## config.mk

```make
export PLATFORM = sky130hd
export DESIGN_NAME = rgs_front
export DESIGN_NICKNAME = d
export VERILOG_FILES = /design/src/sv/radial_gradient_shader_unit_defines.svh /design/src/sv/rgs_pkg.sv /design/src/sv/rgs_front.sv
export SDC_FILE = /design/constraint.sdc
export NUM_CORES = 1
export LEC_CHECK = 0
export BUFFER_PORTS_ARGS = -buffer_cell sky130_fd_sc_hd__buf_4
export CAP_MARGIN = 20
export CORE_MARGIN = 5
export CORE_UTILIZATION = 48
export CTS_BUF_LIST = sky130_fd_sc_hd__clkbuf_4 sky130_fd_sc_hd__clkbuf_8 sky130_fd_sc_hd__clkbuf_16
export DETAILED_ROUTE_END_ITERATION = 12
export PLACE_DENSITY = 0.66
export SLEW_MARGIN = 20
export SYNTH_ARGS = -nofsm -noshare
export SYNTH_HDL_FRONTEND = slang
export SYNTH_SLANG_ARGS = --single-unit
```

## constraint.sdc

```tcl
create_clock -name clock -period 9.13 [get_ports clock]
set_input_delay 1.3695 -clock clock [delete_from_list [all_inputs] [get_ports clock]]
set_output_delay 1.3695 -clock clock [all_outputs]
set_load 0.05 [all_outputs]
```

## src/sv/radial_gradient_shader_unit_defines.svh

```systemverilog
// ----------------------------------------------------------------------------
// Radial gradient shader assertion macros
// Shared helpers for the concurrent checks of the shader modules.
// ----------------------------------------------------------------------------
`ifndef RADIAL_GRADIENT_SHADER_UNIT_DEFINES_SVH
`define RADIAL_GRADIENT_SHADER_UNIT_DEFINES_SVH

// Check a condition in the same cycle as its trigger
`define RGS_ASSERT_IMP(lbl, trig, prop, msg) \
   lbl: assert property (@(posedge clock) disable iff (reset) (trig) |-> (prop)) \
      else $error(msg);

// Check a condition in the cycle after its trigger
`define RGS_ASSERT_NXT(lbl, trig, prop, msg) \
   lbl: assert property (@(posedge clock) disable iff (reset) (trig) |=> (prop)) \
      else $error(msg);

`endif

```

## src/sv/rgs_pkg.sv

```systemverilog
// ----------------------------------------------------------------------------
// Radial gradient shader package
// Constants, item and configuration types, and the stop color transform.
// ----------------------------------------------------------------------------
package rgs_pkg;

   localparam int IMAGE_SIZE = 256;
   localparam int MAX_STOPS  = 16;
   localparam int HALF       = IMAGE_SIZE / 2;
   // radius in units of 1/10000 pixel: (IMAGE_SIZE/2 - 1.0001) * 10000
   localparam int RK         = HALF * 10000 - 10001;
   localparam int IDX_W      = 4;
   localparam int ROOT_W     = 24;
   localparam int QUOT_W     = 18;
   // g = (root * RECIP) >> RECIP_SH equals floor(root * 10000 / RK) for any 24-bit root
   localparam int RECIP_SH   = 45;
   localparam logic [38:0] RECIP = 39'(((64'd10000 << RECIP_SH) + 64'(RK) - 64'd1)
                                       / 64'(RK));
   localparam int NUM_W      = RECIP_SH + QUOT_W;
   localparam int PROD_W     = 41;
   localparam int CSR_IDX_W  = 3;
   localparam logic [23:0] VMAX = 24'hFF0000;
   localparam logic [16:0] G_ONE = 17'd65536;

   typedef enum logic [CSR_IDX_W-1:0] {
      CSR_STOP_COUNT  = 3'd0,
      CSR_SPREAD_MODE = 3'd1,
      CSR_XF_ENABLE   = 3'd2,
      CSR_COLOR_MUL   = 3'd3,
      CSR_COLOR_ADD   = 3'd4
   } csr_index_type;

   typedef enum logic [1:0] {
      EXT_PAD     = 2'd0,
      EXT_REPEAT  = 2'd1,
      EXT_REFLECT = 2'd2,
      EXT_CLAMP   = 2'd3
   } spread_type;

   typedef struct packed {
      logic             pixel;
      logic [IDX_W-1:0] idx;
      logic [16:0]      offset;
      logic [31:0]      color;
      logic [16:0]      g;
      logic             pad_last;
   } item_type;

   typedef struct packed {
      logic [4:0]  stop_count;
      logic        xf_en;
      logic [63:0] mul;
      logic [63:0] add;
   } cfg_type;

   // One channel in 255-units with 16 fraction bits, transform applied
   function automatic logic [23:0] chan_val(input logic [7:0] u, input logic [15:0] m,
                                            input logic [15:0] a, input logic en);
      logic signed [25:0] sum;
      sum = 26'($signed({1'b0, u})) * 26'($signed(m)) + 26'($signed(a)) * 26'sd255;
      if (!en) begin
         return {u, 16'h0000};
      end else if (sum < 26'sd0) begin
         return 24'h000000;
      end else if (sum > 26'sd65280) begin
         return VMAX;
      end else begin
         return {sum[15:0], 8'h00};
      end
   endfunction

endpackage

```

## src/sv/rgs_front.sv

```systemverilog
// ----------------------------------------------------------------------------
// Radial gradient shader front end
// Accepts items, passes stop writes on and computes the spread gradient
// position of pixels with a bit-serial square root and a reciprocal multiply.
// ----------------------------------------------------------------------------
module rgs_front import rgs_pkg::*; (
   input  logic             clock,
   input  logic             reset,
   input  logic             req_valid,
   output logic             req_ready,
   input  logic             req_mode,
   input  logic [3:0]       req_stop_index,
   input  logic [16:0]      req_stop_offset,
   input  logic [31:0]      req_stop_color,
   input  logic [7:0]       req_pixel_x,
   input  logic [7:0]       req_pixel_y,
   input  logic [1:0]       spread_mode,
   output logic             push,
   output item_type         push_item,
   input  logic             full
);

   typedef enum logic [2:0] {
      F_IDLE, F_SQRT, F_MUL_LO, F_MUL_HI, F_SPREAD, F_PUSH
   } fstate_type;

   fstate_type           state_ff, state_in;
   item_type             item_ff, item_in;
   logic [47:0]          rad_ff, rad_in;
   logic [26:0]          rem_ff, rem_in;
   logic [ROOT_W-1:0]    root_ff, root_in;
   logic [4:0]           cnt_ff, cnt_in;
   logic [NUM_W-1:0]     num_ff, num_in;

   logic signed [8:0]    dx, dy;
   logic [17:0]          sx, sy;
   logic [15:0]          d2;
   logic [26:0]          rem_sh, trial;
   logic [43:0]          mul_lo;
   logic [42:0]          mul_hi;
   logic [16:0]          g_sat, g_sp;
   logic                 pad_hit;

   // squared distance from the image center
   assign dx = $signed({1'b0, req_pixel_x}) - 9'(HALF);
   assign dy = $signed({1'b0, req_pixel_y}) - 9'(HALF);
   assign sx = 18'($signed(18'(dx)) * $signed(18'(dx)));
   assign sy = 18'($signed(18'(dy)) * $signed(18'(dy)));
   assign d2 = 16'(sx + sy);

   assign rem_sh = {rem_ff[24:0], rad_ff[47:46]};
   assign trial  = {1'b0, root_ff, 2'b01};

   // scale the root by the radius reciprocal in two partial products
   assign mul_lo = 44'(root_ff) * 44'(RECIP[19:0]);
   assign mul_hi = 43'(root_ff) * 43'(RECIP[38:20]);
   assign g_sat  = num_ff[NUM_W-1] ? 17'h1FFFF : num_ff[RECIP_SH +: 17];

   // fold the position per spread mode
   always_comb begin
      pad_hit = 1'b0;
      g_sp    = g_sat;
      unique case (spread_type'(spread_mode))
         EXT_PAD:     pad_hit = (g_sat > G_ONE);
         EXT_REPEAT:  g_sp = {1'b0, g_sat[15:0]};
         EXT_REFLECT: g_sp = g_sat[16] ? G_ONE - {1'b0, g_sat[15:0]}
                                       : {1'b0, g_sat[15:0]};
         EXT_CLAMP:   g_sp = (g_sat > G_ONE) ? G_ONE : g_sat;
         default:     g_sp = g_sat;
      endcase
   end

   assign req_ready = (state_ff == F_IDLE);
   assign push      = (state_ff == F_PUSH) && !full;
   assign push_item = item_ff;

   // next-state logic
   always_comb begin
      state_in = state_ff;
      item_in  = item_ff;
      rad_in   = rad_ff;
      rem_in   = rem_ff;
      root_in  = root_ff;
      cnt_in   = cnt_ff;
      num_in   = num_ff;
      unique case (state_ff)
         F_IDLE: begin
            if (req_valid) begin
               item_in.pixel    = req_mode;
               item_in.idx      = req_stop_index;
               item_in.offset   = req_stop_offset;
               item_in.color    = req_stop_color;
               item_in.g        = '0;
               item_in.pad_last = 1'b0;
               rad_in           = {d2, 32'h0};
               rem_in           = '0;
               root_in          = '0;
               cnt_in           = '0;
               state_in         = req_mode ? F_SQRT : F_PUSH;
            end
         end
         F_SQRT: begin
            rad_in = {rad_ff[45:0], 2'b00};
            if (rem_sh >= trial) begin
               rem_in  = rem_sh - trial;
               root_in = {root_ff[ROOT_W-2:0], 1'b1};
            end else begin
               rem_in  = rem_sh;
               root_in = {root_ff[ROOT_W-2:0], 1'b0};
            end
            cnt_in = cnt_ff + 5'd1;
            if (cnt_ff == 5'(ROOT_W - 1)) begin
               state_in = F_MUL_LO;
            end
         end
         F_MUL_LO: begin
            num_in   = NUM_W'(mul_lo);
            state_in = F_MUL_HI;
         end
         F_MUL_HI: begin
            num_in   = num_ff + {mul_hi, 20'h00000};
            state_in = F_SPREAD;
         end
         F_SPREAD: begin
            item_in.g        = g_sp;
            item_in.pad_last = pad_hit;
            state_in         = F_PUSH;
         end
         F_PUSH: begin
            if (!full) begin
               state_in = F_IDLE;
            end
         end
         default: state_in = F_IDLE;
      endcase
   end

   // hold state and datapath registers
   always_ff @(posedge clock) begin
      if (reset) begin
         state_ff <= F_IDLE;
      end else begin
         state_ff <= state_in;
      end
      item_ff <= item_in;
      rad_ff  <= rad_in;
      rem_ff  <= rem_in;
      root_ff <= root_in;
      cnt_ff  <= cnt_in;
      num_ff  <= num_in;
   end

endmodule

```

==> metrics.md, run 1 <==
| Metric | Value |
|---|---|
| Clock transition at the register clock pins on the worst setup and hold paths after CTS | 0.08 ns |
| CTS hold repair buffers | 0 |
| Post-route ant nets | 0 |
| Worst-Margin Slew | 1.042 ns |
| Synthesis-to-layout area growth | 10.59% |
| Area of the mapped netlist | 23,000 um2 |
| Area share of the leading cell type in the synthesized netlist | 0.2364 |
| Worst Reg2Reg Path Length in Cells | 20 |
| Worst path arrival time | 7.42 ns |
| Number of cells traversed by the worst hold path | 2 |
| Syn_nets | 3,011 |
| Startpoint of the worst hold path | rad_ff[36] |
| Final Slew Violations | 0 |
| GR Overflow Total | 0 |
| Filler instances | 4,226 |
| Final hold violation count | 0 |
| Routed length per instance | 17.63 um |
| Number of buffers added for setup after CTS | 0 |
| Setup slack of the worst register-to-register path | 1.91 ns |
| Number of top-level pins | 150 |
| Average vias per placed instance | 5.444 |
| Rows | 80 |
| Top cells by count, synth | ha_1, inv_1, fa_1, edfxtp_1, nor2_1 |
| Estimated wirelength of the detail-placed design | 43.49 mm |
| Die W | 228.9 um |
| Count of instances resized after the clock tree is built | 0 |
| Final setup vio count | 0 |
| Count of flip-flops with a built-in enable after synthesis | 181 |
| Worst Clk Skew | 0.01340 ns |
| Number of storage elements in the synthesis netlist | 184 |
| Library cell with the largest summed area after synthesis | edfxtp_1 |
| Vias after detailed routing | 16,652 |
| Total number of nets in the final design | 3,146 |
| Die extent in y | 228.9 um |
| Most instantiated library cell after synthesis | ha_1 |
| Core Area | 47,550 um2 |
| Final hold slack | 0.5183 ns |
| Sequential cell area fraction in the yosys report | 0.2390 |
| Hold WC Path Type | register to register |
| Overall global routing resource usage | 0.2097 |
| Relative slew slack | 0.3056 |
| Kind of start point of the critical path | register |
| Multi-input gate area | 15,890 um2 |
| RSZ-0062 raised after global routing | no |
| CTS HTree Levels | 4 |
| Post-synthesis cell type count | 73 |
| Critical Path Fanout Max | 8 |
| Gate count after technology mapping | 2,296 |
| Antenna diode count | 0 |
| Place WS | 1.503 ns |
| Kind of capture point of the worst setup path | register |
| CTS sink count | 184 |
| Router iterations before antenna repair | 5 |
| Final worst slack | 1.914 ns |
| Number of remaining DRC errors | 0 |
| Starting density of the core | 0.4837 |
| Die footprint | 52,390 um2 |
| YS warnings | 0 |
| Max_cap viols | 0 |
| Final period demand of the worst path | 7.216 ns |
| Total negative slack for setup checks | 0 ns |
| Pin count of the biggest net entering global routing | 71 |
| Category of the most critical setup path | register to register |
| Initial antenna violation count | 0 |
| Endpoint, Worst Hold | rad_ff[38] |
| Worst path required time | 9.33 ns |
| Number of buffers on the longest clock path | 2 |
| GP Congestion | 0.9171 |
| Worst skew pair latency | 0.49 ns |
| Max Clk Rate | 138.6 MHz |
| Number of global-route vias before repair | 17,318 |
| Terminus of the critical flop-to-flop path | num_ff[41] |
| Mean cell area of the mapped netlist | 10.02 um2 |
| Ys async rst share | 0 |
| Leading register cell type out of synthesis | edfxtp_1 |
| Iteration-0 DRC count of the detailed router | 997 |
| FF/Latch Area | 5495 um2 |
| Crit share post-route | 0.7903 |
| Wire length reported by the detailed router | 53.94 mm |
| Port Buffers | 149 |
| Status | complete, no violations |
| CTS Root Cell | clkbuf_16 |
| First-pass GRT wire length | 88.53 mm |
| Inserted Clock Buffers | 17 |
| R2R Path Start | root_ff[4] |
| Fraction of layout cells with a size suffix above 1 | 0.08961 |
| Clock tree from TritonCTS | done |
| Top post-synthesis cells by area | edfxtp_1, ha_1, fa_1, inv_1, xnor2_1 |
worst max-delay path by stage:
stage / endpoint / startpoint / depth (start not counted) / slack (ns)
final: num_ff[41] / root_ff[4] / 20 / 1.91
after global routing: num_ff[41] / root_ff[4] / 20 / 1.63
after CTS: num_ff[42] / root_ff[4] / 20 / 1.88
after detailed placement: rad_ff[47] / req_pixel_x[1] / 25 / 1.50
after global placement: rad_ff[47] / req_pixel_x[1] / 25 / 1.60
after floorplan: rad_ff[47] / req_pixel_x[7] / 25 / 1.81
critical path, cell delays in order, from the launching register on:
cell and delay, ns:
edfxtp_1 0.61, ha_1 0.41, xor2_1 0.25, ha_1 0.31
fa_1 0.54, inv_1 0.05, fa_1 0.50, fa_1 0.52
fa_1 0.54, inv_1 0.04, ha_1 0.32, a41oi_1 0.17
o21ai_0 0.11, o31ai_1 0.58, a211oi_1 0.26, or4b_1 0.71
a21oi_2 0.33, o21ai_0 0.16, a31oi_1 0.23, xor2_1 0.18
o21ai_0 0.09
layer usage:
metal  vias up  wire length (um)  global-route usage
met5         -                 0                   0
met4         0              1390             0.06221
met3        85              2429             0.03752
met2       350             27000              0.3691
met1      8120             23130              0.2650
li1       8097                 -                   -
metrics by stage:
stage                     area [um2]  utilization  cells
final                          25430       0.5349   3059
after global routing           25430       0.5349   3059
after CTS                      25430       0.5349   3059
after detailed placement       24810       0.5219   3027
after global placement         24810       0.5219   3027
after floorplan                23000            -   2296
registers in the layout (all words and copies together), names as in the netlist:
signal     cells
push_item     72
state_ff       3
num_ff        39
rem_ff        25
rad_ff        16
root_ff       24
cnt_ff         5
cells in the final DEF (no fill, tap or decap), types with 18 or more instances in the layout:
master / netlist / routed
a211oi_1: 18 / 18
a21o_1: 60 / 60
a21oi_1: 131 / 131
and2_1: 35 / 35
buf_4: 0 / 159
edfxtp_1: 181 / 181
fa_1: 218 / 218
ha_1: 421 / 421
inv_1: 390 / 389
nand2_1: 111 / 110
nand2b_1: 21 / 21
nand3_1: 34 / 34
nor2_1: 172 / 172
nor2b_1: 26 / 25
nor3_1: 38 / 37
o21a_1: 18 / 18
o21ai_0: 74 / 74
o21bai_1: 24 / 24
xnor2_1: 76 / 76
xor2_1: 40 / 40
cells by family (layout without fill, tap and decap cells):
kind of cell	count (synthesis)	in the layout	synth area share
fa+ha+maj	639	639	0.4188
xor+xnor	116	116	0.04418
simple gates	491	491	0.1027
buf+inv	433	581	0.07117
mux	8	8	0.003754
compound gates	425	425	0.1204
flops	184	184	0.2390
area by class of cell:
type | instances | share of cell area
clock buffers | 17 | 0.01673
clock inverters | 15 | 0.007527
inverters | 390 | 0.05761
multi-input cells | 1679 | 0.6249
flip-flops and latches | 184 | 0.2161
well taps | 615 | 0.03026
repair buffers | 159 | 0.04693
Power of run 1 is not shown: default switching activity piles up to over one toggle a cycle in this logic, so the estimate is an artifact.
==> run 2, diff against run 1 <==
Settings changed: PLACE_DENSITY 0.66 to 0.68.
Clock period 9.13 ns to 6.2 ns, I/O delays scaled along.
==> run 2 against run 1 <==
Hold slack lost 0.0023 ns. Cell count grew 6.5%. Largest cell class unchanged. Critical path depth grew 2. Critical endpoint is now rad_ff[47].
==> metrics.md, run 2 (synthesis results as in run 1) <==
| Metric | Value |
|---|---|
| Max reg flops | 72 (unchanged) |
| Die footprint | 52,390 um2 (unchanged) |
| Number of remaining DRC errors | 0 (unchanged) |
| Final Slew Violations | 0 (unchanged) |
| R2R Path Start | root_ff[3] |
| Worst path required time | 6.41 ns (-2.92 ns) |
| Core Area | 47,550 um2 (unchanged) |
| Starting density of the core | 0.4837 (unchanged) |
| Final setup vio count | 0 (unchanged) |
| Die W | 228.9 um (unchanged) |
| Rows | 80 (unchanged) |
| Port Buffers | 149 (unchanged) |
| Clock tree from TritonCTS | done |
| Category of the most critical setup path | input port to register |
| Total number of nets in the final design | 3,344 (+6.3%) |
| CTS HTree Levels | 4 (unchanged) |
| Finished layout cell area | 27,630 um2 (+8.6%) |
| Synthesis-to-layout area growth | 20.16% |
| Startpoint of the worst hold path | rad_ff[32] |
| Number of cells traversed by the worst hold path | 2 (unchanged) |
| Initial antenna violation count | 1 (+1) |
| Estimated wirelength of the detail-placed design | 45.15 mm (+3.8%) |
| Hold WC Path Type | register to register |
| Setup slack of the worst register-to-register path | 0.15 ns (-1.76 ns) |
| Pin count of the biggest net entering global routing | 67 (-5.6%) |
| Inserted Clock Buffers | 17 (unchanged) |
| First-pass GRT wire length | 90.79 mm (+2.6%) |
| Router iterations before antenna repair | 7 (+2) |
| Worst path arrival time | 6.37 ns (-1.05 ns) |
| Post-route ant nets | 0 (unchanged) |
| Number of global-route vias before repair | 18,328 (+5.8%) |
| Worst Clk Skew | 0.01510 ns (+0.001705 ns) |
| Final hold slack | 0.5160 ns (-0.002336 ns) |
| CTS Root Cell | clkbuf_16 |
| Status | complete, no violations |
| Relative slew slack | 0.2357 (-0.06998) |
| CTS sink count | 184 (unchanged) |
| Iteration-0 DRC count of the detailed router | 880 (-12%) |
| Final hold violation count | 0 (unchanged) |
| Number of buffers on the longest clock path | 2 (unchanged) |
| Worst skew pair latency | 0.47 ns (-0.02 ns) |
| Average vias per placed instance | 5.368 (-1.4%) |
| Max_cap viols | 0 (unchanged) |
| Vias after detailed routing | 17,484 (+5.0%) |
| Routed length per instance | 17.10 um (-3.0%) |
| GR Overflow Total | 0 (unchanged) |
| Fraction of layout cells with a size suffix above 1 | 0.1961 (+0.1065) |
| Die extent in y | 228.9 um (unchanged) |
| Worst-Margin Slew | 1.132 ns (+0.09017 ns) |
| Endpoint, Worst Hold | rad_ff[34] |
| Kind of capture point of the worst setup path | register |
| Final period demand of the worst path | 6.157 ns |
| Antenna diode count | 0 (unchanged) |
| Kind of start point of the critical path | input port |
| Commonest cells after routing, fill and taps aside | ha_1, inv_1, buf_4, fa_1, edfxtp_1 |
| Terminus of the critical flop-to-flop path | num_ff[41] |
| GP Congestion | 0.9159 (-0.13%) |
| Number of top-level pins | 150 (unchanged) |
| Crit share post-route | 0.9931 |
| Overall global routing resource usage | 0.2110 (+0.001237) |
| Area after DPL | 26,170 um2 (+5.5%) |
| Clock transition at the register clock pins on the worst setup and hold paths after CTS | 0.08 ns (about the same) |
| Critical Path Fanout Max | 4 (-4) |
| Max Clk Rate | 162.4 MHz |
| Worst Reg2Reg Path Length in Cells | 22 (+10%) |
| RSZ-0062 raised after global routing | yes |
| Wire length reported by the detailed router | 55.70 mm (+3.2%) |
| Most common library cell in the layout ignoring fill and taps | ha_1 |
[run 2: what timing repair did]
item,in CTS,in global routing
setup endpoints to repair,20,25
setup buffers,4,20
resized for setup,39,88
pin swaps,37,91
hold endpoints to repair,0,0
hold buffers,0,0
[run 2: cell type report]
| type | count | area (um2) |
|---|---|---|
| fillers | 4009 | 19910 |
| multi-input cells | 1679 | 16540 |
| flip-flops and latches | 184 | 5495 |
| repair buffers | 357 | 2710 |
| inverters | 390 | 1468 |
| well taps | 615 | 769.5 |
| clock buffers | 17 | 425.4 |
| clock inverters | 15 | 219.0 |
[run 2: worst max path at each step]
stage            endpoint      startpoint  depth (start not counted)  slack, ns
3_5_place_dp   rad_ff[47]  req_pixel_y[2]                         23      -0.54
4_1_cts        num_ff[36]      root_ff[2]                         21      0.002
3_3_place_gp   rad_ff[47]  req_pixel_y[2]                         24      -0.43
5_1_grt        rad_ff[47]  req_pixel_y[0]                         22      -0.15
6_report       rad_ff[47]  req_pixel_y[0]                         22       0.04
2_1_floorplan  rad_ff[47]  req_pixel_x[7]                         25      -0.19
[run 2: critical path: stages]
cell	delay (ns)
buf_4	0.14
buf_4	0.13
and2_1	0.19
fa_1	0.50
ha_1	0.32
a21o_1	0.18
fa_1	0.52
fa_1	0.61
fa_2	0.45
fa_1	0.48
ha_1	0.35
ha_4	0.27
a21o_1	0.19
a21oi_4	0.16
o21bai_1	0.09
a21oi_2	0.15
o21bai_1	0.10
a21oi_2	0.15
o21bai_1	0.11
a21oi_2	0.16
xnor2_1	0.13
o21ai_1	0.07
[run 2: routing by layer]
metal / GRT usage / routed length [um] / up-vias
met2: 0.3798 / 28370 / 367
met4: 0.06465 / 1363 / 2
met5: 0 / 13 / -
met3: 0.03056 / 2308 / 74
met1: 0.2630 / 23650 / 8538
li1: - / - / 8503
[run 2: metrics by stage]
stage | TNS [ns] | worst slack [ns] | util | cells
final | 0 | 0.04277 | 0.5812 | 3257
after global routing | -0.6604 | -0.1535 | 0.5812 | 3257
after CTS | 0 | 0.002029 | 0.5693 | 3237
after detailed placement | -6.665 | -0.5388 | 0.5504 | 3201
after global placement | -4.768 | -0.4272 | 0.5504 | 3201
after floorplan | -0.2713 | -0.1855 | - | 2296
Power of run 2 is left out for the same reason.
