### src/sv/radial_gradient_shader_unit_defines.svh
// ----------------------------------------------------------------------------
// Radial gradient shader assertion macros
// Shared helpers for the concurrent checks of the shader modules.
// ----------------------------------------------------------------------------
`ifndef RADIAL_GRADIENT_SHADER_UNIT_DEFINES_SVH
`define RADIAL_GRADIENT_SHADER_UNIT_DEFINES_SVH

// Check a condition in the same cycle as its trigger
`define RGS_ASSERT_IMP(lbl, trig, prop, msg) \
   lbl: assert property (@(posedge clock) disable iff (reset) (trig) |-> (prop)) \
      else $error(msg);

// Check a condition in the cycle after its trigger
`define RGS_ASSERT_NXT(lbl, trig, prop, msg) \
   lbl: assert property (@(posedge clock) disable iff (reset) (trig) |=> (prop)) \
      else $error(msg);

`endif

### src/sv/rgs_pkg.sv
// ----------------------------------------------------------------------------
// Radial gradient shader package
// Constants, item and configuration types, and the stop color transform.
// ----------------------------------------------------------------------------
package rgs_pkg;

   localparam int IMAGE_SIZE = 256;
   localparam int MAX_STOPS  = 16;
   localparam int HALF       = IMAGE_SIZE / 2;
   // radius in units of 1/10000 pixel: (IMAGE_SIZE/2 - 1.0001) * 10000
   localparam int RK         = HALF * 10000 - 10001;
   localparam int IDX_W      = 4;
   localparam int ROOT_W     = 24;
   localparam int QUOT_W     = 18;
   // g = (root * RECIP) >> RECIP_SH equals floor(root * 10000 / RK) for any 24-bit root
   localparam int RECIP_SH   = 45;
   localparam logic [38:0] RECIP = 39'(((64'd10000 << RECIP_SH) + 64'(RK) - 64'd1)
                                       / 64'(RK));
   localparam int NUM_W      = RECIP_SH + QUOT_W;
   localparam int PROD_W     = 41;
   localparam int CSR_IDX_W  = 3;
   localparam logic [23:0] VMAX = 24'hFF0000;
   localparam logic [16:0] G_ONE = 17'd65536;

   typedef enum logic [CSR_IDX_W-1:0] {
      CSR_STOP_COUNT  = 3'd0,
      CSR_SPREAD_MODE = 3'd1,
      CSR_XF_ENABLE   = 3'd2,
      CSR_COLOR_MUL   = 3'd3,
      CSR_COLOR_ADD   = 3'd4
   } csr_index_type;

   typedef enum logic [1:0] {
      EXT_PAD     = 2'd0,
      EXT_REPEAT  = 2'd1,
      EXT_REFLECT = 2'd2,
      EXT_CLAMP   = 2'd3
   } spread_type;

   typedef struct packed {
      logic             pixel;
      logic [IDX_W-1:0] idx;
      logic [16:0]      offset;
      logic [31:0]      color;
      logic [16:0]      g;
      logic             pad_last;
   } item_type;

   typedef struct packed {
      logic [4:0]  stop_count;
      logic        xf_en;
      logic [63:0] mul;
      logic [63:0] add;
   } cfg_type;

   // One channel in 255-units with 16 fraction bits, transform applied
   function automatic logic [23:0] chan_val(input logic [7:0] u, input logic [15:0] m,
                                            input logic [15:0] a, input logic en);
      logic signed [25:0] sum;
      sum = 26'($signed({1'b0, u})) * 26'($signed(m)) + 26'($signed(a)) * 26'sd255;
      if (!en) begin
         return {u, 16'h0000};
      end else if (sum < 26'sd0) begin
         return 24'h000000;
      end else if (sum > 26'sd65280) begin
         return VMAX;
      end else begin
         return {sum[15:0], 8'h00};
      end
   endfunction

endpackage

### src/sv/rgs_fifo.sv
// ----------------------------------------------------------------------------
// Radial gradient shader item queue
// Two-entry queue between the front end and the back end.
// ----------------------------------------------------------------------------
`include "radial_gradient_shader_unit_defines.svh"

module rgs_fifo import rgs_pkg::*; (
   input  logic     clock,
   input  logic     reset,
   input  logic     push,
   input  item_type push_item,
   output logic     full,
   input  logic     pop,
   output item_type pop_item,
   output logic     empty
);

   item_type   q_mem [2];
   logic       wr_ptr_ff, wr_ptr_in;
   logic       rd_ptr_ff, rd_ptr_in;
   logic [1:0] count_ff, count_in;

   assign full     = (count_ff == 2'd2);
   assign empty    = (count_ff == 2'd0);
   assign pop_item = q_mem[rd_ptr_ff];

   // advance pointers and occupancy
   always_comb begin
      wr_ptr_in = wr_ptr_ff ^ push;
      rd_ptr_in = rd_ptr_ff ^ pop;
      count_in  = count_ff + 2'(push) - 2'(pop);
   end

   always_ff @(posedge clock) begin
      if (reset) begin
         wr_ptr_ff <= 1'b0;
         rd_ptr_ff <= 1'b0;
         count_ff  <= 2'd0;
      end else begin
         wr_ptr_ff <= wr_ptr_in;
         rd_ptr_ff <= rd_ptr_in;
         count_ff  <= count_in;
      end
   end

   // store pushed item
   always_ff @(posedge clock) begin
      if (push) begin
         q_mem[wr_ptr_ff] <= push_item;
      end
   end

   `RGS_ASSERT_IMP(a_fifo_count, 1'b1, count_ff <= 2'd2, "queue occupancy overflow")
   `RGS_ASSERT_IMP(a_fifo_pop, pop, !empty, "pop from empty queue")
   `RGS_ASSERT_NXT(a_fifo_push, push && !pop, !empty, "pushed item lost")

endmodule

### config.mk
export PLATFORM = sky130hd
export DESIGN_NAME = rgs_fifo
export DESIGN_NICKNAME = d
export VERILOG_FILES = /design/src/sv/rgs_pkg.sv /design/src/sv/rgs_fifo.sv
export VERILOG_INCLUDE_DIRS = /design/src /design/src/sv
export SDC_FILE = /design/constraint.sdc
export NUM_CORES = 1
export LEC_CHECK = 0
export ABC_AREA = 1
export BUFFER_PORTS_ARGS = -buffer_cell sky130_fd_sc_hd__buf_2
export CAP_MARGIN = 20
export CORE_MARGIN = 2
export CORE_UTILIZATION = 47
export CTS_BUF_LIST = sky130_fd_sc_hd__clkbuf_16
export CTS_CLUSTER_SIZE = 24
export DETAILED_ROUTE_END_ITERATION = 7
export GPL_ROUTABILITY_DRIVEN = 0
export PLACE_DENSITY = 0.76
export SLEW_MARGIN = 40
export SYNTH_ARGS = -nofsm -noshare
export SYNTH_HDL_FRONTEND = slang
export SYNTH_SLANG_ARGS = --single-unit
### constraint.sdc
create_clock -name clock -period 2.5 [get_ports clock]
set_input_delay 0.125 -clock clock [delete_from_list [all_inputs] [get_ports clock]]
set_output_delay 0.125 -clock clock [all_outputs]
set_load 0.1 [all_outputs]
==> results of run 1 <==
cell type report:
cell class / instances / area [µm²] / share of cell area, %
Clock inverter: 15 / 190.2 / 2.384
Tap cell: 147 / 183.9 / 2.306
Multi-Input combinational cell: 88 / 1197 / 15.01
Inverter: 7 / 26.28 / 0.3294
Clock buffer: 17 / 425.4 / 5.332
Antenna cell: 1 / 2.502 / 0.03137
Timing Repair Buffer: 226 / 1544 / 19.35
Sequential cell: 148 / 4408 / 55.25
routing by layer:
| metal | share of wire (%) | track usage [%] |
|---|---|---|
| met2 | 53 | 28.84 |
| met3 | 5.3 | 4.923 |
| met5 | 0 | 0 |
| met4 | 1.6 | 8.537 |
| met1 | 40 | 18.48 |
cells in the final DEF, fill, tap and decap left out, drive strengths merged:
cell type and count:
buf 153, edfxtp 144, dlygate4sd3 73, mux2 72, clkbuf 17, inv 8, nor2 6, clkinv 6
bufinv 4, clkinvlp 4, dfxtp 4, ha 4, nand2 3, diode 1, xnor2 1, a21oi 1
nand3 1
per-stage QoR:
stage | cell area (µm²) | cells
6_report | 7978 | 649
5_1_grt | 7975 | 648
4_1_cts | 7975 | 648
3_5_place_dp | 6629 | 543
3_3_place_gp | 6629 | 543
2_1_floorplan | 5757 | 251
critical path: cells and delay by family (launching register included):
family,cells,cell delay [ns]
flops,1,0.50
buf+inv,2,0.83
mux,1,0.23
registers in the layout (all words and copies together) (netlist names):
signal,flops
q_mem,144
count_ff,2
rd_ptr_ff,1
wr_ptr_ff,1
synthesized netlist by cell type:
master	instances	area [µm²]
a21oi_1	1	5.000
buf_12	7	140.1
buf_6	1	11.26
dfxtp_1	4	80.08
edfxtp_1	144	4324
ha_1	4	50.05
inv_1	7	26.28
mux2_2	3	33.78
mux2_4	69	1036
nand2_1	3	11.26
nand3_1	1	5.000
nor2_1	6	22.52
xnor2_1	1	8.760
path summary, 6_finish.rpt:
kind             endpoint  slack, ns       from
max          pop_item[42]       0.40  rd_ptr_ff
min reg2reg     wr_ptr_ff       0.62  wr_ptr_ff
min             rd_ptr_ff       0.04        pop
max reg2reg   q_mem[1][5]       1.00  wr_ptr_ff
logic make-up after synthesis:
logic type / after synthesis / share of synthesized area (%)
flops: 148 / 76.54
mux: 72 / 18.59
buf+inv: 15 / 3.088
simple gates: 10 / 0.6739
fa+ha+maj: 4 / 0.8698
compound gates: 1 / 0.08689
xor+xnor: 1 / 0.1522
where the power goes:
part | switching [mW] | total (mW) | internal [mW]
logic | 1.28 | 1.71 | 0.439
clock network | 0.935 | 2.59 | 1.66
registers | 0.0519 | 2.95 | 2.90
repair_timing:
item,CTS,global route
setup endpoints to repair,0,0
hold buffers,73,0
gates resized for setup,0,0
endpoints found under the hold margin,148,0
setup buffers,0,0
==> results.yml, run 1 <==
global_route:
  grt_use_total_pct: 16.60
  antenna_found_initial: 0
  overflow: 0
  grt_pass1_vias: 3331
  grt_pass1_wl_um: 16060
  grt_start_max_net_pins: 60
clocking:
  ctsHtreeMaxLevel: 4
  ctsRootBufferMaster: "clkbuf_16"
  cts_tree: "yes"
  cts.path.max_buffers: 2
  cts-buffers-inserted: 17
  clk_latency_ns: 0.41
  cts_sinks: 148
  clk_pin_slew_worst_paths_ns: 0.06
finish:
  fin_util_pct: 66.69
  area_growth_pct: 38.64
  drive_gt1_share_pct: 51.50
  nets: 568
  fillers: 794
setup_path:
  startpoint_type: "register"
  reg2regPathDepth: 2
  worstSetupPathType: "register to primary output"
  critPathRequiredTime_ns: 2.38
  cpMaxStageDelayCell: "dfxtp_4"
  critical-path-max-stage-delay_ns: 0.50
  arrival_ns: 1.98
  crit_chain: "buf_4, mux2_4, buf_2"
  endpoint_kind: "primary output"
  critPathMaxFanout: 20
timing:
  grt_setup_unrepaired: "no"
  fin_ws_ns: 0.3954
  max_freq_ghz: 0.4751
  period_needed_ns: 2.105
  period_share_pct: 84.19
  setup_tns_ns: 0
  clock_skew_ns: 0.004627
  worstMarginPinSlew_ns: 0.5034
  holdWs_ns: 0.04255
  finalHoldViolCount: 0
  maxSlewViolCount: 0
  slew_headroom_pct: 66.44
  setup_viol: 0
die:
  fp-row-count: 40
  start_util_pct: 48.11
  coreArea_mm2: 0.01196
  io_pins: 150
  die_area_mm2: 0.01314
  dieWidth_um: 114.7
  die_y_um: 114.7
yosys:
  syn_inst: 251
  synth.yosys.seq_area_share_pct: 76.54
  netlist_area_mm2: 0.005754
  synth_seq_cells: 148
  synth.yosys.warnings: 0
  syn_nets: 331
  synth_cell_types: 13
  synth_area_per_cell_um2: 22.93
route:
  viasPerCell: 4.815
  vias: 3125
  drc: 0
  post_drt_wl_per_cell_um: 16.38
  drt_iter0_markers: 178
  drt_wl_total_um: 10630
  drt_first_pass_iters: 4
  drtAntennaViolNets: 0
placement:
  port_buffers: 149
  hpwl_um: 6067
  pre_cts_slack_ns: 0.8328
run:
  maxCapViolations: 0
pwr:
  irDropWorstVdd_uv: 584.7
  p_leak_nw: 3.214
  p_total_mw: 7.255
  p_per_area_mw_per_mm2: 909.4
run_status:
  outcome: "complete, no violations"
min_path:
  hold_class: "input pin to register"
  holdPathStages: 3
Power figures use the tool's default switching activity.
==> inputs of run 2 (changes only) <==
--- a/config.mk
+++ b/config.mk
@@ -6,16 +6,16 @@
 export SDC_FILE = /design/constraint.sdc
 export NUM_CORES = 1
 export LEC_CHECK = 0
-export ABC_AREA = 1
+export ABC_AREA = 0
 export BUFFER_PORTS_ARGS = -buffer_cell sky130_fd_sc_hd__buf_2
 export CAP_MARGIN = 20
 export CORE_MARGIN = 2
-export CORE_UTILIZATION = 47
+export CORE_UTILIZATION = 48
 export CTS_BUF_LIST = sky130_fd_sc_hd__clkbuf_16
 export CTS_CLUSTER_SIZE = 24
 export DETAILED_ROUTE_END_ITERATION = 7
 export GPL_ROUTABILITY_DRIVEN = 0
-export PLACE_DENSITY = 0.76
+export PLACE_DENSITY = 0.75
 export SLEW_MARGIN = 40
 export SYNTH_ARGS = -nofsm -noshare
 export SYNTH_HDL_FRONTEND = slang
==> constraint.sdc (replaced) <==
create_clock -name clock -period 2.1 [get_ports clock]
set_input_delay 0.105 -clock clock [delete_from_list [all_inputs] [get_ports clock]]
set_output_delay 0.105 -clock clock [all_outputs]
set_load 0.1 [all_outputs]
==> results.yml, run 2 <==
route:
  viasPerCell: 4.811
  drt_wl_total_um: 10920
  post_drt_wl_per_cell_um: 17.18
  drt_iter0_markers: 149
  drtAntennaViolNets: 0
  drt_first_pass_iters: 4
  vias: 3060
  drc: 0
finish:
  drive_gt1_share_pct: 51.93
  fin_util_pct: 74.81
  diodes: 0
  regMostFlops: "q_mem"
  largest_reg_flops: 144
  top_regs: "q_mem: 144 flops, count_ff: 2 flops"
  layout_common_cells: "edfxtp_1, buf_2, dlygate4sd3_1"
  area_growth_pct: 50.59
  nets: 562
  layout_commonest_cell: "edfxtp_1"
yosys:
  syn_inst: 243
  synth.yosys.warnings: 0
  synth_area_per_cell_um2: 23.64
  netlist_area_mm2: 0.005746
  yosysTopAreaCell: "edfxtp_1"
  netlist.area_leader.share_pct: 75.26
  synthTopCellsByArea: "edfxtp_1, mux2_4, buf_12, dfxtp_1, ha_1"
  synth_seq_cells: 148
  synthArstFlopShare_pct: 0
  synth_ff_type: "edfxtp_1"
  synth_commonest_cells: "edfxtp_1, mux2_4, buf_12"
  synth.yosys.seq_area_share_pct: 76.66
  yosysMostFrequentCell: "edfxtp_1"
  synth_cell_types: 12
  synth_edf_count: 144
  syn_nets: 323
timing:
  period_share_pct: 86.50
  grt_setup_unrepaired: "no"
  holdWs_ns: 0.01301
  max_freq_ghz: 0.5505
  slew_headroom_pct: 66.25
  setup_viol: 0
  fin_ws_ns: 0.2835
  finalHoldViolCount: 0
  period_needed_ns: 1.817
  clock_skew_ns: 0.006701
  setup_tns_ns: 0
  maxSlewViolCount: 0
  worstMarginPinSlew_ns: 0.5098
pwr:
  p_sw_mw: 2.722
  seqPwrFrac_pct: 37.7
  p_leak_nw: 3.461
  p_per_area_mw_per_mm2: 1076
  switching_share_pct: 29.24
  internal_power_mw: 6.587
  irDropWorstVdd_uv: 728.0
  pwr-share-clk_pct: 36.1
  pwr-share-comb_pct: 26.2
clocking:
  ctsHtreeMaxLevel: 4
  cts.repair.resized: 0
  cts_tree: "yes"
  ctsRootBufferMaster: "clkbuf_16"
  clk_pin_slew_worst_paths_ns: 0.05
  cts.path.max_buffers: 2
  cts-buffers-inserted: 17
  cts_sinks: 148
  clk_latency_ns: 0.41
die:
  start_util_pct: 49.68
  dieWidth_um: 113.4
  io_pins: 150
  coreArea_mm2: 0.01156
  fp-row-count: 39
  die_area_mm2: 0.01286
  die_y_um: 113.4
setup_path:
  critical-path-max-stage-delay_ns: 0.42
  r2r_setup_slack_ns: 0.69
  arrival_ns: 1.71
  crit_chain: "buf_12, mux2_4, buf_2"
  endpoint_kind: "primary output"
  critPathRequiredTime_ns: 2.00
  worstSetupPathType: "register to primary output"
  cpMaxStageDelayCell: "buf_2"
  startpoint_type: "register"
  worstReg2RegEnd: "q_mem[0][10]"
  critPathMaxFanout: 38
  worstReg2RegStart: "wr_ptr_ff"
  reg2regPathDepth: 3
global_route:
  antenna_found_initial: 0
  overflow: 0
  grt_pass1_vias: 3351
  grt_use_total_pct: 17.89
  grt_pass1_wl_um: 17000
  grt_start_max_net_pins: 39
run_status:
  outcome: "complete, no violations"
min_path:
  hold_class: "input pin to register"
  min_from: "pop"
  holdPathStages: 3
  min_to: "rd_ptr_ff"
run:
  maxCapViolations: 0
placement:
  pre_cts_slack_ns: 0.6959
  port_buffers: 149
  hpwl_um: 6404
[run 2: cell types whose count changed after synthesis, sizes merged]
| cell | change |
|---|---|
| xnor3 | +1 |
| a21oi | -1 |
| nor2b | +2 |
| inv | -4 |
| nand2 | -3 |
| nand3 | -1 |
| nor2 | -2 |
[run 2: what timing repair did]
action,4_1_cts,5_1_grt
setup buffers,0,0
endpoints found under the hold margin,148,0
hold buffers,73,0
[run 2: cells by family (layout without fill, tap and decap cells)]
logic type                 count (synthesis)  count (layout)  share of synthesized area, %
muxes                                     72              72                         18.62
adders and majority gates                  4               4                        0.8711
buffers and inverters                     11             261                         2.831
xor gates and xnor gates                   2               2                        0.5444
DFF                                      148             148                         76.66
and+or+nand+nor                            6               6                        0.4790
[run 2: final cells by class]
type                    count  area, µm²
clock buffers              17      425.4
clock inverters            13      237.7
fillers                   651       2913
inverters                   3      11.26
multi-input cells          84       1204
flip-flops and latches    148       4408
well taps                 143      178.9
repair buffers            228       2187
[run 2: routing by layer]
layer | track usage, % | wire length (µm) | part of all wire (%) | vias up
li1 | - | - | - | 1437
met5 | 0 | 0 | 0 | -
met2 | 32.10 | 5895 | 54 | 111
met1 | 19.88 | 4217 | 39 | 1496
met4 | 6.423 | 174 | 1.6 | 0
met3 | 6.004 | 638 | 5.8 | 16
[run 2: through the flow]
stage / instance area [µm²] / cells / power (mW)
after floorplan: 5751 / 243 / 5.287
after global routing: 8652 / 636 / 9.599
final: 8652 / 636 / 9.309
after CTS: 8652 / 636 / 9.368
after detailed placement: 7258 / 533 / 5.895
after global placement: 7258 / 533 / 5.866
[run 2: power groups by stage]
stage          logic (mW)  registers, mW  clock network [mW]
2_1_floorplan        1.74           3.55                   0
3_3_place_gp         2.31           3.56                   0
3_5_place_dp         2.33           3.56                   0
4_1_cts              2.44           3.50                3.42
5_1_grt              2.51           3.52                3.57
6_report             2.44           3.51                3.36
[run 2: critical path, delay by kind of cell, from the launching register on]
family	cells	cell delay (ns)
buf+inv	2	0.71
flops	1	0.37
mux	1	0.22
[run 2: worst max-delay path by stage]
stage | start | to | slack [ns] | cells after the start
CTS | rd_ptr_ff | pop_item[0] | 0.26 | 3
global route | rd_ptr_ff | pop_item[24] | 0.21 | 3
detailed placement | wr_ptr_ff | q_mem[0][31] | 0.70 | 3
global placement | rd_ptr_ff | pop_item[0] | 0.71 | 3
floorplan | count_ff[1] | full | 0.29 | 1
finish | rd_ptr_ff | pop_item[24] | 0.28 | 3
==> inputs of run 3 (changes only) <==
--- a/config.mk
+++ b/config.mk
@@ -9,13 +9,15 @@
 export ABC_AREA = 0
 export BUFFER_PORTS_ARGS = -buffer_cell sky130_fd_sc_hd__buf_2
 export CAP_MARGIN = 20
+export CELL_PAD_IN_SITES_DETAIL_PLACEMENT = 0
+export CELL_PAD_IN_SITES_GLOBAL_PLACEMENT = 2
 export CORE_MARGIN = 2
-export CORE_UTILIZATION = 48
+export CORE_UTILIZATION = 39
 export CTS_BUF_LIST = sky130_fd_sc_hd__clkbuf_16
 export CTS_CLUSTER_SIZE = 24
 export DETAILED_ROUTE_END_ITERATION = 7
 export GPL_ROUTABILITY_DRIVEN = 0
-export PLACE_DENSITY = 0.75
+export PLACE_DENSITY = 0.8
 export SLEW_MARGIN = 40
 export SYNTH_ARGS = -nofsm -noshare
 export SYNTH_HDL_FRONTEND = slang
==> results.yml, run 3 (synthesized netlist as in run 2, its figures left out) <==
pwr:
  irDropWorstVdd_uv: 544.7
  seqPwrFrac_pct: 40.4
  p_per_area_mw_per_mm2: 1003
  internal_power_mw: 5.913
  p_leak_nw: 3.450
  switching_share_pct: 31.99
  pwr-share-clk_pct: 31.3
  pwr-share-comb_pct: 28.3
  p_sw_mw: 2.781
finish:
  layout_common_cells: "edfxtp_1, buf_2, dlygate4sd3_1"
  layout_commonest_cell: "edfxtp_1"
  fin_util_pct: 59.85
  nets: 565
  largest_reg_flops: 144
  diodes: 0
  regMostFlops: "q_mem"
  drive_gt1_share_pct: 52.61
  top_regs: "q_mem: 144 flops, count_ff: 2 flops"
  area_growth_pct: 50.83
global_route:
  antenna_found_initial: 0
  grt_pass1_vias: 3284
  overflow: 0
  grt_pass1_wl_um: 16890
  grt_use_total_pct: 14.38
  grt_start_max_net_pins: 33
die:
  io_pins: 150
  fp-row-count: 44
  start_util_pct: 39.68
  coreArea_mm2: 0.01448
  die_area_mm2: 0.01572
  dieWidth_um: 125.4
  die_y_um: 125.4
run:
  maxCapViolations: 0
clocking:
  clk_latency_ns: 0.41
  cts.repair.resized: 0
  ctsRootBufferMaster: "clkbuf_16"
  cts-buffers-inserted: 17
  ctsHtreeMaxLevel: 4
  clk_pin_slew_worst_paths_ns: 0.06
  cts_tree: "yes"
  cts.path.max_buffers: 2
  cts_sinks: 148
route:
  drt_iter0_markers: 119
  viasPerCell: 4.484
  drt_first_pass_iters: 4
  vias: 3058
  drc: 0
  post_drt_wl_per_cell_um: 15.86
  drt_wl_total_um: 10810
  drtAntennaViolNets: 0
setup_path:
  critPathMaxFanout: 31
  critPathRequiredTime_ns: 2.00
  endpoint_kind: "primary output"
  startpoint_type: "register"
  worstSetupPathType: "register to primary output"
  reg2regPathDepth: 3
  arrival_ns: 1.82
min_path:
  hold_class: "input pin to register"
  holdPathStages: 3
timing:
  finalHoldViolCount: 0
  setup_viol: 0
  worstMarginPinSlew_ns: 0.5161
  setup_tns_ns: 0
  holdWs_ns: 0.07089
  period_share_pct: 91.72
  grt_setup_unrepaired: "no"
  period_needed_ns: 1.926
  clock_skew_ns: 0.004377
  slew_headroom_pct: 65.83
  max_freq_ghz: 0.5192
  maxSlewViolCount: 0
placement:
  port_buffers: 149
  hpwl_um: 7192
run_status:
  outcome: "complete, no violations"
run 3: layout make-up:
type | instances | area [µm²]
clock buffers | 17 | 425.4
clock inverters | 15 | 117.6
fillers | 1077 | 5813
inverters | 3 | 11.26
multi-input cells | 84 | 1204
flip-flops and latches | 148 | 4408
well taps | 184 | 230.2
repair buffers | 231 | 2270
run 3: path summary, 6_finish.rpt:
path,start,to,slack [ns]
min reg2reg,wr_ptr_ff,wr_ptr_ff,0.62
max,rd_ptr_ff,pop_item[71],0.17
min,push,wr_ptr_ff,0.07
max reg2reg,wr_ptr_ff,q_mem[0][36],0.69
run 3: routing by layer:
layer / vias to the layer above / part of all wire (%) / track usage (%)
met5: - / 0 / 0
met4: 0 / 1.7 / 5.752
met3: 17 / 5.8 / 5.092
met2: 107 / 51 / 24.01
met1: 1490 / 42 / 17.07
li1: 1444 / - / -
run 3: critical path, stage by stage, from the launching register on:
cell	delay, ns
dfxtp_4	0.44
buf_12	0.27
mux2_2	0.38
buf_2	0.29
run 3: power groups by stage:
stage                     Sequential [mW]  Clock, mW  Combinational, mW
after floorplan                      3.55          0               1.74
after detailed placement             3.57          0               2.37
after global placement               3.56          0               2.35
after CTS                            3.51       2.79               2.48
final                                3.51       2.73               2.46
after global routing                 3.53       2.91               2.54
run 3: through the flow:
| step | instance area (µm²) | cells | setup WS, ns | power (mW) |
|---|---|---|---|---|
| 2_1_floorplan | 5751 | 243 | 0.2890 | 5.287 |
| 3_3_place_gp | 7382 | 576 | 0.6244 | 5.912 |
| 3_5_place_dp | 7382 | 576 | 0.6054 | 5.942 |
| 4_1_cts | 8666 | 682 | 0.1438 | 8.788 |
| 5_1_grt | 8666 | 682 | 0.1110 | 8.984 |
| 6_report | 8666 | 682 | 0.1739 | 8.694 |
run 3: repair_timing:
item / 4_1_cts / 5_1_grt
hold endpoints to repair: 148 / 0
hold buffers: 74 / 0
endpoints found under the setup margin: 0 / 0
buffers inserted: 0 / 0
